### config.mk
export PLATFORM = sky130hd
export DESIGN_NAME = frame_rate_tier_degrader
export DESIGN_NICKNAME = d
export VERILOG_FILES = /design/src/hw/rtl/frtd_pkg.sv /design/src/hw/rtl/frame_rate_tier_degrader.sv
export SDC_FILE = /design/constraint.sdc
export NUM_CORES = 1
export LEC_CHECK = 0
export BUFFER_PORTS_ARGS = -buffer_cell sky130_fd_sc_hd__buf_2
export CAP_MARGIN = 20
export CORE_ASPECT_RATIO = 0.7
export CORE_MARGIN = 4
export CORE_UTILIZATION = 54
export CTS_BUF_LIST = sky130_fd_sc_hd__clkbuf_4 sky130_fd_sc_hd__clkbuf_8
export CTS_CLUSTER_DIAMETER = 60
export DETAILED_ROUTE_END_ITERATION = 10
export GPL_ROUTABILITY_DRIVEN = 0
export GPL_TIMING_DRIVEN = 0
export PLACE_DENSITY = 0.79
export RECOVER_POWER = 25
export SETUP_SLACK_MARGIN = 0.2
export SYNTH_ARGS = -nofsm -noshare
export SYNTH_HDL_FRONTEND = slang
export SYNTH_SLANG_ARGS = --single-unit
### constraint.sdc
create_clock -name clock -period 4.6 [get_ports clock]
set_clock_uncertainty 0.1 [all_clocks]
set_input_delay 0.46 -clock clock [delete_from_list [all_inputs] [get_ports clock]]
set_output_delay 0.46 -clock clock [all_outputs]
set_load 0.05 [all_outputs]
### src/hw/rtl/frtd_pkg.sv
// package for the frame rate tier degrader
// holds tier codes, register indexes, thresholds and the result beat layout
// no dependencies
package frtd_pkg;

   localparam int FpsW     = 8;
   localparam int GapW     = 10;
   localparam int TierW    = 2;
   localparam int SumW     = 9;
   localparam int CsrIdxW  = 2;
   localparam int CsrDataW = 2;
   localparam int ReqDataW = 24;
   localparam int RspDataW = 16;

   // tier codes
   localparam logic [TierW-1:0] QUALITY_HIGH     = 2'd0;
   localparam logic [TierW-1:0] QUALITY_MID      = 2'd1;
   localparam logic [TierW-1:0] QUALITY_LOW      = 2'd2;
   localparam logic [TierW-1:0] QUALITY_VERY_LOW = 2'd3;

   // register indexes
   localparam logic [CsrIdxW-1:0] REG_MONITOR_ENABLE = 2'd0;
   localparam logic [CsrIdxW-1:0] REG_START_TIER     = 2'd1;

   // thresholds
   localparam logic [FpsW-1:0] FPS_HIGH_MEAN  = 8'd65;
   localparam logic [FpsW-1:0] FPS_SAVER_LO   = 8'd28;
   localparam logic [FpsW-1:0] FPS_MEAN_HI    = 8'd34;
   localparam logic [FpsW-1:0] FPS_SAVER_HI   = 8'd33;
   localparam logic [FpsW-1:0] FPS_EXIT       = 8'd45;
   localparam logic [FpsW-1:0] FPS_FLOOR_SAVE = 8'd22;
   localparam logic [FpsW-1:0] FPS_FLOOR_STD  = 8'd40;
   localparam logic [FpsW-1:0] BASE_DEFAULT   = 8'd60;
   localparam logic [FpsW-1:0] BASE_SAVER     = 8'd30;
   localparam logic [GapW-1:0] GAP_LIMIT      = 10'd45;
   localparam logic [1:0]      DOWN_LIMIT     = 2'd3;
   localparam logic [2:0]      GRACE_MAX      = 3'd4;
   localparam logic [2:0]      GRACE_SAMPLE   = 3'd3;

   typedef struct packed {
      logic            active;
      logic [FpsW-1:0] baseline_fps;
      logic            downgraded;
      logic [TierW-1:0] tier;
   } rsp_type;

endpackage

### src/hw/rtl/frame_rate_tier_degrader.sv
// frame rate tier degrader top level
// depends on frtd_pkg
//
// Takes one tick beat per cycle (frame rate and largest frame gap) and returns
// one result beat for every tick, in the cycle after the tick is accepted. The
// whole tracking update (baseline learning, battery-saver hysteresis, low-rate
// counting and tier step-down) is computed combinationally into the state
// registers, and the result sits in an output register, so ticks may arrive
// back to back while the output side keeps taking beats; a stalled output
// holds req_tready low. Register 0 is monitor enable, register 1 the start
// tier, whose write reloads the tier and restarts learning. csr_ready is
// always high; write registers only while no tick is in flight.
module frame_rate_tier_degrader (
   input  logic                           clock,
   input  logic                           reset,
   input  logic                           req_tvalid,
   output logic                           req_tready,
   // frame_rate [7:0], max_frame_gap [17:8], zero pad [23:18]
   input  logic [frtd_pkg::ReqDataW-1:0]  req_tdata,
   output logic                           rsp_tvalid,
   input  logic                           rsp_tready,
   // tier [1:0], downgraded [2], baseline_fps [10:3], active [11], zero pad [15:12]
   output logic [frtd_pkg::RspDataW-1:0]  rsp_tdata,
   input  logic                           csr_valid,
   output logic                           csr_ready,
   input  logic [frtd_pkg::CsrIdxW-1:0]   csr_index,
   input  logic [frtd_pkg::CsrDataW-1:0]  csr_data
);
   import frtd_pkg::*;

   logic             enable_ff, enable_in;
   logic [TierW-1:0] tier_ff, tier_in;
   logic [FpsW-1:0]  base_ff, base_in;
   logic [2:0]       grace_ff, grace_in;
   logic [SumW-1:0]  sum_ff, sum_in;
   logic [1:0]       scount_ff, scount_in;
   logic             locked_ff, locked_in;
   logic [1:0]       saver_ff, saver_in;
   logic [1:0]       low_ff, low_in;
   logic             rvalid_ff, rvalid_in;
   rsp_type          rsp_ff, rsp_in;

   logic            req_beat, csr_beat;
   logic [FpsW-1:0] fps;
   logic [GapW-1:0] gap;
   logic            act;
   logic            down;
   logic [SumW-1:0] thr_high, thr_lo, thr_hi;
   logic [SumW:0]   sum_round;
   logic [FpsW-1:0] mean;
   logic [FpsW-1:0] base_lock;
   logic [FpsW-1:0] floor_fps;
   logic [1:0]      low_step;

   assign fps        = req_tdata[FpsW-1:0];
   assign gap        = req_tdata[FpsW+GapW-1:FpsW];
   assign req_tready = !rvalid_ff || rsp_tready;
   assign req_beat   = req_tvalid && req_tready;
   assign csr_ready  = 1'b1;
   assign csr_beat   = csr_valid;
   assign act        = enable_ff && (tier_ff == QUALITY_HIGH || tier_ff == QUALITY_MID);

   // mean thresholds scaled by the sample count
   assign thr_high  = SumW'({7'd0, scount_ff} * SumW'(FPS_HIGH_MEAN));
   assign thr_lo    = SumW'({7'd0, scount_ff} * SumW'(FPS_SAVER_LO));
   assign thr_hi    = SumW'({7'd0, scount_ff} * SumW'(FPS_MEAN_HI));
   assign sum_round = {1'b0, sum_ff} + (SumW+1)'(1);
   // at most two samples: the rounded mean is the sum or the halved sum
   assign mean      = (scount_ff == 2'd1) ? sum_ff[FpsW-1:0] : sum_round[FpsW:1];

   always_comb begin
      if (sum_ff > thr_high) begin
         base_lock = mean;
      end else if (sum_ff >= thr_lo && sum_ff <= thr_hi && gap < GAP_LIMIT) begin
         base_lock = BASE_SAVER;
      end else begin
         base_lock = BASE_DEFAULT;
      end
   end

   always_comb begin
      enable_in = enable_ff;
      tier_in   = tier_ff;
      base_in   = base_ff;
      grace_in  = grace_ff;
      sum_in    = sum_ff;
      scount_in = scount_ff;
      locked_in = locked_ff;
      saver_in  = saver_ff;
      low_in    = low_ff;
      down      = 1'b0;
      floor_fps = FPS_FLOOR_STD;
      low_step  = 2'd0;

      if (req_beat && act) begin
         if (grace_ff < GRACE_MAX) begin
            grace_in = grace_ff + 3'd1;
         end
         if (grace_in <= GRACE_SAMPLE) begin
            if (grace_in > 3'd1 && fps != '0 && scount_ff < 2'd3) begin
               sum_in    = sum_ff + SumW'(fps);
               scount_in = scount_ff + 2'd1;
            end
         end else begin
            if (scount_ff != 2'd0 && !locked_ff) begin
               base_in   = base_lock;
               locked_in = 1'b1;
            end
            if (base_in >= BASE_DEFAULT && fps >= FPS_SAVER_LO && fps <= FPS_SAVER_HI
                && gap < GAP_LIMIT) begin
               if (saver_ff < 2'd3) begin
                  saver_in = saver_ff + 2'd1;
               end
               if (saver_in >= 2'd2) begin
                  base_in = BASE_SAVER;
                  low_in  = 2'd0;
               end
            end else if (base_in == BASE_SAVER && fps >= FPS_EXIT) begin
               base_in  = (fps > FPS_HIGH_MEAN) ? fps : BASE_DEFAULT;
               low_in   = 2'd0;
               saver_in = 2'd0;
            end else if (base_in >= BASE_DEFAULT) begin
               if (saver_ff != 2'd0) begin
                  saver_in = saver_ff - 2'd1;
               end
            end

            floor_fps = (base_in == BASE_SAVER) ? FPS_FLOOR_SAVE : FPS_FLOOR_STD;
            if (fps < floor_fps) begin
               low_step = low_in + 2'd1;
            end else begin
               low_step = (low_in > 2'd2) ? low_in - 2'd2 : 2'd0;
            end
            low_in = low_step;
            if (low_step >= DOWN_LIMIT) begin
               tier_in = (tier_ff == QUALITY_HIGH) ? QUALITY_MID : QUALITY_LOW;
               down    = 1'b1;
               low_in  = 2'd0;
            end
         end
      end

      if (csr_beat) begin
         if (csr_index == REG_MONITOR_ENABLE) begin
            enable_in = csr_data[0];
         end else if (csr_index == REG_START_TIER) begin
            tier_in   = csr_data[TierW-1:0];
            base_in   = BASE_DEFAULT;
            grace_in  = '0;
            sum_in    = '0;
            scount_in = '0;
            locked_in = 1'b0;
            saver_in  = '0;
            low_in    = '0;
         end
      end
   end

   always_comb begin
      rvalid_in = rvalid_ff;
      rsp_in    = rsp_ff;
      if (req_beat) begin
         rvalid_in           = 1'b1;
         rsp_in.tier         = tier_in;
         rsp_in.downgraded   = down;
         rsp_in.baseline_fps = base_in;
         rsp_in.active       = act;
      end else if (rsp_tready) begin
         rvalid_in = 1'b0;
      end
   end

   always_ff @(posedge clock) begin
      if (reset) begin
         enable_ff <= 1'b0;
         tier_ff   <= QUALITY_HIGH;
         base_ff   <= BASE_DEFAULT;
         grace_ff  <= '0;
         sum_ff    <= '0;
         scount_ff <= '0;
         locked_ff <= 1'b0;
         saver_ff  <= '0;
         low_ff    <= '0;
         rvalid_ff <= 1'b0;
      end else begin
         enable_ff <= enable_in;
         tier_ff   <= tier_in;
         base_ff   <= base_in;
         grace_ff  <= grace_in;
         sum_ff    <= sum_in;
         scount_ff <= scount_in;
         locked_ff <= locked_in;
         saver_ff  <= saver_in;
         low_ff    <= low_in;
         rvalid_ff <= rvalid_in;
      end
   end

   always_ff @(posedge clock) begin
      rsp_ff <= rsp_in;
   end

   assign rsp_tvalid = rvalid_ff;
   assign rsp_tdata  = {(RspDataW-$bits(rsp_type))'(0), rsp_ff};

endmodule

After elaboration in Yosys (flattened, before gate mapping)
Cells that the tools add are included.

storage, ports and cells
  logic and storage cells = 153
  bits of input ports = 33
  output and inout bits = 19
  register bits = 43

operators by class
  multipliers = 3
  $lt $le $gt $ge = 18
  $add $sub $neg = 8
  mux-type cells = 80
  eq/ne operators = 5
  reduce and logical (&&, ||, !) cells = 24
  bitwise logic cells = 1

operators with widths
  cell                                                               number
  two-way mux 8 bit                                                  16
  two-way mux 2 bit                                                  41
  two-way mux 9 bit                                                  6
  two-way mux 3 bit                                                  6
  equality test 8 x 5 -> 1 bit, second input constant                2
  greater-or-equal comparator 8 x 6 -> 1 bit, second input constant  2
  logical AND 1 bit                                                  12
  two-way mux 6 bit                                                  2
  < comparator 10 x 6 -> 1 bit, second input constant                1
  adder 9 x 1 -> 9 bit, second input constant                        1
  adder 9 x 8 -> 9 bit                                               1
  greater-or-equal comparator 9 x 7 -> 1 bit                         1
  greater-than comparator 9 bit                                      1
  <= comparator 9 x 8 -> 1 bit                                       1
  multiplier 2 x 7 -> 9 bit, second input constant                   1
  two-way mux 1 bit                                                  9
  greater-or-equal comparator 8 x 5 -> 1 bit, second input constant  1
  greater-than comparator 8 x 7 -> 1 bit, second input constant      1
  <= comparator 8 x 6 -> 1 bit, second input constant                1
  < comparator 8 x 6 -> 1 bit                                        1
  nonzero test 8 bit                                                 1
  multiplier 2 x 5 -> 7 bit, second input constant                   1
  adder 2 x 1 -> 2 bit, second input constant                        3
  equality test 2 x 1 -> 1 bit, second input constant                3
  17 further kinds                                                   24

Longest topological paths before layout
Gate-level depths: netlist (run 1).

  depth in word-level cells = 34
  mapped depth = 23
  depth with buffers taken out = 23

Worst setup path before layout (run 1)
No wires, ideal clock.

  kind = register -> register
  start point = register scount_ff[0]
  end point = register rsp_ff, in the netlist rsp_tdata[0], data pin
  slack = -376 ps
  setup time = 266 ps
  clock period less this slack = 4976 ps
  buffers on the path = 0
  required time = 4234 ps
  stages on the path, launching flop included = 24
  data arrival time = 4611 ps
  path through = dfxtp_1 > inv_1 > ha_1 > inv_1 > ha_1 > nor2b_1 > o21ai_0 > a21o_1 > a21oi_1 > a211oi_1 > o21ai_1 > and2_1 > inv_1 > ha_1 > a21oi_1 > nor2b_1 > o21ai_0 > nand3b_1 > or2_2 > o41a_1 > o21a_1 > mux2i_1 > mux2i_1 > nand3_1

on the way
  longest elaborated chain between the ends = 29
  elaborated cells between the ends (all ways) = 49
  those cells by class = add/sub: 2; mul: 3; order compare: 7; eq/ne: 3; mux: 26; reduce/logical: 8

RTL lines
  element                                                                                     RTL line                                                        source
  start, declared                                                                             frame_rate_tier_degrader.sv:36                                  logic [1:0] scount_ff, scount_in;
  start signal, assigned                                                                      frame_rate_tier_degrader.sv:191                                 scount_ff <= scount_in;
  multiplier 2 x 5 -> 7 bit or multiplier 2 x 3 -> 5 bit (tied branches)                      frame_rate_tier_degrader.sv:66, frame_rate_tier_degrader.sv:65
  <= comparator 9 x 8 -> 1 bit or greater-or-equal comparator 9 x 7 -> 1 bit (tied branches)  frame_rate_tier_degrader.sv:74                                  end else if (sum_ff >= thr_lo && sum_ff <= thr_hi && gap < GAP_LIMIT) begin
  logical AND 1 bit (2 in series)                                                             frame_rate_tier_degrader.sv:74
  two-way mux 6 bit                                                                           frame_rate_tier_degrader.sv:74
  two-way mux 8 bit                                                                           frame_rate_tier_degrader.sv:72                                  if (sum_ff > thr_high) begin
  two-way mux 8 bit *                                                                         frame_rate_tier_degrader.sv:105                                 if (scount_ff != 2'd0 && !locked_ff) begin
  two-way mux 8 bit *                                                                         frame_rate_tier_degrader.sv:99                                  if (grace_in <= GRACE_SAMPLE) begin
  two-way mux 8 bit *                                                                         frame_rate_tier_degrader.sv:95                                  if (req_beat && act) begin
  (+13 left out)                                                                              -
  greater-or-equal comparator 2 bit *                                                         frame_rate_tier_degrader.sv:135                                 if (low_step >= DOWN_LIMIT) begin
  two-way mux 2 bit *                                                                         frame_rate_tier_degrader.sv:135
  two-way mux 2 bit *                                                                         frame_rate_tier_degrader.sv:99
  two-way mux 2 bit *                                                                         frame_rate_tier_degrader.sv:95
  two-way mux 2 bit                                                                           frame_rate_tier_degrader.sv:146                                 end else if (csr_index == REG_START_TIER) begin
  two-way mux 2 bit                                                                           frame_rate_tier_degrader.sv:144                                 if (csr_index == REG_MONITOR_ENABLE) begin
  two-way mux 2 bit *                                                                         frame_rate_tier_degrader.sv:143                                 if (csr_beat) begin
  named net tier_in[0]                                                                        frame_rate_tier_degrader.sv:32                                  logic [TierW-1:0] tier_ff, tier_in;
  end signal, assigned                                                                        frame_rate_tier_degrader.sv:200                                 rsp_ff <= rsp_in;
  end, declared                                                                               frame_rate_tier_degrader.sv:41                                  rsp_type rsp_ff, rsp_in;

The timed path passes the listed nets; every way through them passes the cells marked *. The select of a mux whose other input is x is not followed.
A chain may end at the register's enable or synchronous reset.

Worst setup path in the final report (run 1)
Ends and elaborated chain as after synthesis.

==> results of run 1 <==
-- stage by stage --
stage / power [mW] / instance area (um2) / hold WS (ns) / cells / setup slack [ns]
floorplan: 0.471 / 3640 / 0.341 / 415 / 0.169
global route: 0.780 / 4340 / 0.293 / 561 / -0.216
CTS: 0.758 / 4230 / 0.276 / 558 / -0.0269
global placement: 0.501 / 3940 / 0.357 / 533 / -0.270
finish: 0.755 / 4340 / 0.298 / 561 / -0.127
detailed placement: 0.504 / 3940 / 0.362 / 533 / -0.373
-- layout by cell type (no fill, tap or decap), types with 9 or more instances in the layout --
cell	Yosys	layout
nor2_1	45	44
buf_2	5	31
buf_4	6	28
nand2_1	27	27
ha_1	35	26
dfxtp_1	31	21
a21oi_1	25	20
clkbuf_1	11	18
mux2i_1	17	16
nor3_1	15	15
inv_1	18	14
o21ai_0	14	12
edfxtp_1	12	12
nand3_1	10	10
ha_4	0	9
-- power by group --
| group | internal [mW] | switching [mW] |
|---|---|---|
| Clock | 0.126 | 0.131 |
| Sequential | 0.393 | 0.00293 |
| Combinational | 0.0321 | 0.0707 |
| Total | 0.551 | 0.204 |
-- cell families after synthesis --
kind of cell             Yosys count  share of synthesized area (%)
flip-flops                        43                           28.3
adder cells (fa/ha/maj)           36                           13.2
AND/OR/NAND/NOR                  155                           24.0
XOR/XNOR                          11                           2.78
multiplexers                      17                           4.92
buffers and inverters             42                           5.39
other                              2                          0.217
AO/OA/AOI/OAI                    106                           21.1
-- per-layer routing --
metal / vias to the layer above / track usage [%] / routed length (um)
li1: 1651 / - / -
met1: 1592 / 35.9 / 4660
met2: 185 / 38.2 / 3990
met3: 27 / 6.00 / 989
met4: 0 / 6.05 / 196
met5: - / 0 / 0
-- area by class of cell --
class | instances | share of cell area [%]
buffer | 22 | 3.00
clock buffer | 8 | 2.10
inverter | 20 | 2.02
multi-input combinational | 330 | 59.8
sequential | 43 | 23.1
tap | 78 | 2.25
timing repair buffer | 60 | 7.75
-- Yosys cell counts (10+ instances only) --
cell type and count:
a21oi_1 25, clkbuf_1 11, dfxtp_1 31, edfxtp_1 12, ha_1 35, inv_1 18
mux2i_1 17, nand2_1 27, nand3_1 10, nor2_1 45, nor3_1 15, o21ai_0 14
-- path summary, 6_finish.rpt --
check | endpoint | from
hold reg to reg | low_ff[1] | low_ff[1]
hold / removal | rsp_tvalid | req_tvalid
setup reg to reg | rsp_tdata[0] | scount_ff[0]
setup / recovery | rsp_tdata[0] | scount_ff[0]
-- timing repair --
action | CTS | global route
setup endpoints to repair | 7 | 7
buffers inserted | 17 | 3
pin swaps | 15 | 11
resized for setup | 20 | 20
-- worst max-delay path: stages, from the launching register on --
cell and delay [ns]:
dfxtp_4 0.41, inv_6 0.06, ha_4 0.21, a21o_1 0.15, a211o_1 0.36, o21ai_4 0.23
a41oi_2 0.05, or3_4 0.37, or3_1 0.36, and2_4 0.19, inv_4 0.06, ha_4 0.20
a21oi_2 0.11, nor2b_1 0.05, o21ai_1 0.14, nand3b_1 0.13, or2_4 0.26, o41a_1 0.32
o21a_4 0.15, mux2i_4 0.21, mux2i_1 0.27, nand3_1 0.09
-- state kept, by name, summed over array words and instances, names as in the netlist --
name	count
base_ff	8
enable_ff	1
grace_ff	3
locked_ff	1
low_ff	2
rsp_tdata	12
rsp_tvalid	1
saver_ff	2
scount_ff	2
sum_ff	9
tier_ff	2
==> qor.yml, run 1 <==
outcome:
  status: "complete, but fails checks"
  violations: "setup timing"
setup_path:
  reg2reg_slack_ns: -0.13
  rr_worst_depth: 21
  cp.arrival_ns: 4.68
  worstPathMaxFanout: 5
  crit_required_ns: 4.56
  critPathKind: "register to register"
  critPathCaptureType: "register"
  start_kind: "register"
timing:
  fmax_mhz: 212
  rsz0062_at_grt: "true"
  slew_violations: 0
  max_slew_margin_pct: 37.7
  fin_ws_ns: -0.127
  period_share_pct: 103
  tightest_slew_ns: 0.933
  setup_viol: 4
  finalHoldViolations: 0
  min_period_ns: 4.73
  tns_ns: -0.163
logic_synthesis:
  syn_area_per_cell_um2: 8.40
  yosys_warnings: 0
  yosysTopAreaCell: "dfxtp_1"
  synth-edff-count: 12
  synth_ff_type: "dfxtp_1"
  ys_top_cells_by_area: "dfxtp_1 (18%), ha_1 (13%), edfxtp_1 (10%)"
  async_flop_share_pct: 0
  syn_inst: 412
  yosysUniqueCellTypes: 70
  synth_area_um2: 3460
  ys_ff_latch: 43
  synth_top_area_share_pct: 17.9
  ys_seq_area_share_pct: 28.3
placement:
  dpl.hpwl_um: 7210
  io_buffers: 40
worst_hold_path:
  min_path_type: "input port to register"
  holdPathStages: 3
drt:
  drtPass1Iterations: 7
  vias_per_cell: 6.16
  drt_iter0_markers: 346
  drc: 0
  ant_nets: 0
  wire_per_inst_um: 17.5
  vias: 3455
  routed_wl_um: 9830
cells_and_area:
  fin_nets: 551
  area_growth_pct: 25.5
  n_fill_cell: 485
  multi_input_area_um2: 2590
  fin_util_pct: 69.8
  regArea_um2: 1000
  antenna_cells: 0
  drive_above_1_share_pct: 28.0
clock_network:
  tritoncts: "yes"
  numCtsBuffers: 5
  cts_max_level: 2
  cts_sinks: 43
  insertion_delay_ns: 0.31
  ctsHoldBuffers: 0
  cts_root_buf: "clkbuf_8"
  cts_buffer_depth: 2
  path_clk_slew_ns: 0.08
floorplan:
  top_level_ports: 52
  start_util_pct: 55.7
  floorplan.rows: 24
  die_x_um: 104
  dieArea_um2: 7770
  die_y_um: 75.0
  core_um2: 6220
flow_run:
  cap_violations: 0
global_routing:
  antenna_found_initial: 0
  grt_max_degree: 14
  grt_pass1_vias: 3039
  grt_use_total_pct: 24.9
  overflow: 0
  grt_pass1_wl_um: 15500
power:
  power-per-cell-area_nw_per_um2: 174
  peakVddDrop_mv: 0.138
  cellLeakagePower_nw: 1.77
No activity file was read; power rests on OpenSTA's default activity.
==> inputs of run 2 (changes only) <==
--- a/config.mk
+++ b/config.mk
@@ -17,7 +17,7 @@
 export GPL_TIMING_DRIVEN = 0
 export PLACE_DENSITY = 0.79
 export RECOVER_POWER = 25
-export SETUP_SLACK_MARGIN = 0.2
+export SETUP_SLACK_MARGIN = 0.02
 export SYNTH_ARGS = -nofsm -noshare
 export SYNTH_HDL_FRONTEND = slang
 export SYNTH_SLANG_ARGS = --single-unit
==> run 2 against run 1 <==
Against the previous run: sequential share of layout area is 0.11 points higher; critical path depth fell by 2; utilization fell by 0.081 points; critical endpoint unchanged; routed wire length is 5.6% higher; the flow still finishes with violations (setup timing); register-to-register slack about the same; first-iteration DRC count fell by 12%; hold slack worse by 0.0085 ns.
==> qor.yml, run 2 (synthesis gave the netlist of run 1 again) <==
worst_hold_path:
  min_path_type: "input port to register"
drt:
  ant_nets: 0
  wire_per_inst_um: 18.5
  drc: 0
  vias: 3602
  vias_per_cell: 6.41
  routed_wl_um: 10400
  drt_iter0_markers: 305
  drtPass1Iterations: 5
setup_path:
  cp.arrival_ns: 4.68
  cp_cell_sequence: "inv_4 -> ha_4 -> a21o_1 -> a211o_1 -> o21ai_2 -> a41oi_2 -> or3_4 -> or3_4 -> and2_4 -> ha_1 -> nor2b_1 -> o21ai_1 -> nand3b_1 -> or2_4 -> o41a_1 -> o21a_2 -> mux2i_4 -> mux2i_1 -> nand3_1"
  critPathKind: "register to register"
  crit_required_ns: 4.56
  critPathCaptureType: "register"
  crit_top_cell: "or3_4"
  crit_slowest_cell: "or3_4"
  start_kind: "register"
  critical-path-max-stage-delay_ns: 0.40
  worstPathMaxFanout: 5
cells_and_area:
  fin_nets: 552
  final_common_cell: "nor2_1"
  largest_register_ffs: 12
  drive_above_1_share_pct: 27.1
  mostFrequentLayoutCells: "nor2_1 (44), buf_2 (30), buf_4 (27), nand2_1 (27), ha_1 (26)"
  antenna_cells: 0
  layoutNonFillerInstCount: 562
  fin_util_pct: 69.8
  area_growth_pct: 25.3
floorplan:
  floorplan.rows: 24
  dieArea_um2: 7770
  start_util_pct: 55.7
  die_x_um: 104
  top_level_ports: 52
  core_um2: 6220
  die_y_um: 75.0
global_routing:
  overflow: 0
  antenna_found_initial: 0
  grt_pass1_wl_um: 15900
  grt_use_total_pct: 25.5
  grt_pass1_vias: 3274
  grt_max_degree: 14
timing:
  fin_ws_ns: -0.120
  fmax_mhz: 212
  tightest_slew_ns: 0.823
  finalHoldViolations: 0
  setup_viol: 4
  period_share_pct: 103
  max_slew_margin_pct: 45.1
  rsz0062_at_grt: "true"
  min_period_ns: 4.72
  slew_violations: 0
placement:
  io_buffers: 40
  dpl.hpwl_um: 7120
  dpl.cell_count: 533
outcome:
  status: "complete, but fails checks"
  violations: "setup timing"
flow_run:
  cap_violations: 0
clock_network:
  path_clk_slew_ns: 0.09
  insertion_delay_ns: 0.31
  tritoncts: "yes"
  numCtsBuffers: 5
  cts_sinks: 43
  cts_max_level: 2
  cts_root_buf: "clkbuf_8"
  cts_buffer_depth: 2
power:
  peakVddDrop_mv: 0.161
  cellLeakagePower_nw: 1.76
  power-per-cell-area_nw_per_um2: 184
run 2: changes by cell type in the layout (fill, tap and decap cells not counted), moves of 2 or more:
cell      before  now
clkbuf_1      18   20
dfxtp_2        6    3
buf_6          1    3
inv_6          2    0
clkbuf_4       4    1
dfxtp_4        4    6
run 2: timing repair:
action | in CTS | in global routing
setup endpoints to repair | 7 | 7
endpoints found under the hold margin | 0 | 0
hold buffers | 0 | 0
gates resized for setup | 35 | 24
pin swaps | 16 | 14
buffers inserted | 11 | 11
run 2: critical path, delay by kind of cell (launching register included):
| family | cells | cell delay, ns |
|---|---|---|
| flip-flops | 1 | 0.37 |
| adder cells (fa/ha/maj) | 2 | 0.50 |
| AO/OA/AOI/OAI | 7 | 1.36 |
| AND/OR/NAND/NOR | 7 | 1.53 |
| buffers and inverters | 1 | 0.11 |
| multiplexers | 2 | 0.51 |
run 2: stage by stage:
step	setup TNS, ns	hold WS (ns)	setup slack (ns)	power [mW]	area (um2)
global route	-1.00	0.317	-0.272	0.822	4340
CTS	-0.0271	0.272	-0.0271	0.794	4170
detailed placement	-3.48	0.384	-0.671	0.503	3830
global placement	-2.45	0.358	-0.518	0.501	3830
floorplan	0	0.341	0.0281	0.470	3530
finish	-0.313	0.290	-0.120	0.800	4340
run 2: path summary, 6_finish.rpt:
check	slack (ns)	startpoint	to	cells past startpoint
max	-0.12	scount_ff[0]	rsp_tdata[0]	19
min	0.29	req_tvalid	rsp_tvalid	3
max reg2reg	-0.12	scount_ff[0]	rsp_tdata[0]	19
min reg2reg	0.40	enable_ff	enable_ff	2
run 2: layer usage:
layer | vias up | global-route usage (%) | wire, um
li1 | 1661 | - | -
met5 | - | 0 | 0
met1 | 1700 | 33.3 | 4400
met2 | 213 | 42.8 | 4660
met3 | 28 | 6.86 | 1110
met4 | 0 | 7.08 | 205
run 2: area by class of cell:
class,instances,area (um2)
multi-input cells,330,2560
fillers,459,1880
flip-flops and latches,43,1010
repair buffers,62,353
plain buffers,21,126
well taps,78,97.6
inverters,20,87.6
clock buffers,5,68.8
clock inverters,3,38.8
run 2: power breakdown:
group | internal [mW] | leakage (nW) | switching [mW] | total, mW
Combinational | 0.0334 | 1.34 | 0.0714 | 0.105
Sequential | 0.392 | 0.364 | 0.00291 | 0.395
Clock | 0.159 | 0.0556 | 0.141 | 0.300
Total | 0.584 | 1.76 | 0.215 | 0.799
==> inputs of run 3 (changes only) <==
--- a/config.mk
+++ b/config.mk
@@ -7,7 +7,7 @@
 export LEC_CHECK = 0
 export BUFFER_PORTS_ARGS = -buffer_cell sky130_fd_sc_hd__buf_2
 export CAP_MARGIN = 20
-export CORE_ASPECT_RATIO = 0.7
+export CORE_ASPECT_RATIO = 0.75
 export CORE_MARGIN = 4
 export CORE_UTILIZATION = 54
 export CTS_BUF_LIST = sky130_fd_sc_hd__clkbuf_4 sky130_fd_sc_hd__clkbuf_8
==> run 3 against run 2 <==
Against the previous run: the flow still finishes with violations (setup timing); via count shrank 1.9%; critical path depth grew 2; sequential power is essentially flat; hold slack gained 0.0085 ns; largest power group unchanged.
==> qor.yml, run 3 (synthesis gave the netlist of run 1 again) <==
timing:
  tns_ns: -0.337
  fmax_mhz: 210
  fin_ws_ns: -0.164
  rsz0062_at_grt: "true"
  tightest_slew_ns: 0.851
  min_period_ns: 4.76
  setup_viol: 5
  max_slew_margin_pct: 43.3
  period_share_pct: 104
  slew_violations: 0
  finalHoldViolations: 0
cells_and_area:
  fin_nets: 551
  final_common_cell: "nor2_1"
  largest_register_ffs: 12
  n_fill_cell: 472
  drive_above_1_share_pct: 26.7
  area_growth_pct: 24.1
  antenna_cells: 0
  mostFrequentLayoutCells: "nor2_1 (45), buf_2 (31), buf_4 (27), nand2_1 (27), ha_1 (27)"
setup_path:
  cp.arrival_ns: 4.71
  critPathKind: "register to register"
  worstPathMaxFanout: 10
  critPathCaptureType: "register"
  start_kind: "register"
  crit_required_ns: 4.55
floorplan:
  dieArea_um2: 7770
  die_x_um: 100
  start_util_pct: 57.6
  top_level_ports: 52
  die_y_um: 77.3
  floorplan.rows: 24
  core_um2: 6010
global_routing:
  overflow: 0
  grt_pass1_vias: 3182
  antenna_found_initial: 0
  grt_pass1_wl_um: 16000
  grt_max_degree: 14
  grt_use_total_pct: 25.6
clock_network:
  cts_sinks: 43
  cts_buffer_depth: 2
  insertion_delay_ns: 0.31
  cts_root_buf: "clkbuf_8"
  numCtsBuffers: 5
  ctsHoldBuffers: 0
  path_clk_slew_ns: 0.09
  tritoncts: "yes"
  cts_max_level: 2
placement:
  dp_slack_ns: -0.666
  dpl.hpwl_um: 7080
  io_buffers: 40
drt:
  vias_per_cell: 6.30
  routed_wl_um: 10100
  ant_nets: 0
  vias: 3535
  drtPass1Iterations: 6
  drt_iter0_markers: 398
  wire_per_inst_um: 18.0
  drc: 0
worst_hold_path:
  min_path_type: "input port to register"
outcome:
  status: "complete, but fails checks"
  violations: "setup timing"
power:
  power-per-cell-area_nw_per_um2: 176
  peakVddDrop_mv: 0.168
  cellLeakagePower_nw: 1.76
flow_run:
  cap_violations: 0
run 3: worst max-delay path, stage by stage (launching register included):
cell	delay, ns
dfxtp_4	0.39
inv_8	0.06
ha_4	0.19
clkbuf_2	0.21
a221o_1	0.41
a211o_1	0.26
o32ai_1	0.20
a21oi_2	0.08
or3_1	0.39
and2_4	0.18
inv_4	0.06
ha_4	0.19
a21oi_2	0.12
nor2b_1	0.05
o21ai_1	0.11
nand3b_1	0.12
or2_4	0.25
o41a_1	0.31
o21a_1	0.14
mux2i_2	0.26
mux2i_1	0.29
nand3_1	0.13
run 3: routing by layer:
layer  GRT usage (%)  share of wire, %  up-vias
met5               0                 0        -
met4            4.31               1.6        0
met3            5.20                10       28
met2            39.4                45      203
met1            37.7                43     1660
li1                -                 -     1644
run 3: final cells by class:
class	instances	area [um2]	share of cell area, %
clock inverter	2	12.5	0.291
timing repair buffer	60	337	7.84
inverter	20	90.1	2.10
multi-input combinational	330	2540	59.2
clock buffer	6	76.3	1.78
sequential	43	1010	23.5
buffer	22	128	2.97
tap	78	97.6	2.27
run 3: through the flow:
step | cell area (um2) | std cells | power (mW) | utilization, % | hold WS [ns]
finish | 4290 | 561 | 0.754 | 71.5 | 0.298
global route | 4290 | 561 | 0.783 | 71.5 | 0.310
CTS | 4200 | 558 | 0.750 | 70.0 | 0.281
detailed placement | 3830 | 533 | 0.503 | 63.8 | 0.358
global placement | 3830 | 533 | 0.501 | 63.8 | 0.356
floorplan | 3530 | 415 | 0.470 | - | 0.341
run 3: power by group:
part           internal [mW]  switching (mW)  total, mW
Sequential             0.391         0.00306      0.394
Clock                  0.112           0.143      0.256
Combinational         0.0327          0.0715      0.104
run 3: timing repair:
action	4_1_cts	5_1_grt
resized for setup	35	20
buffers inserted	18	3
endpoints found under the setup margin	7	7
pin swaps	15	12
run 3: worst paths after layout:
check / slack [ns] / startpoint / to / depth (start not counted)
min reg2reg: 0.39 / enable_ff / enable_ff / 2
max reg2reg: -0.16 / scount_ff[1] / rsp_tdata[0] / 21
max: -0.16 / scount_ff[1] / rsp_tdata[0] / 21
min: 0.30 / req_tvalid / rsp_tvalid / 3
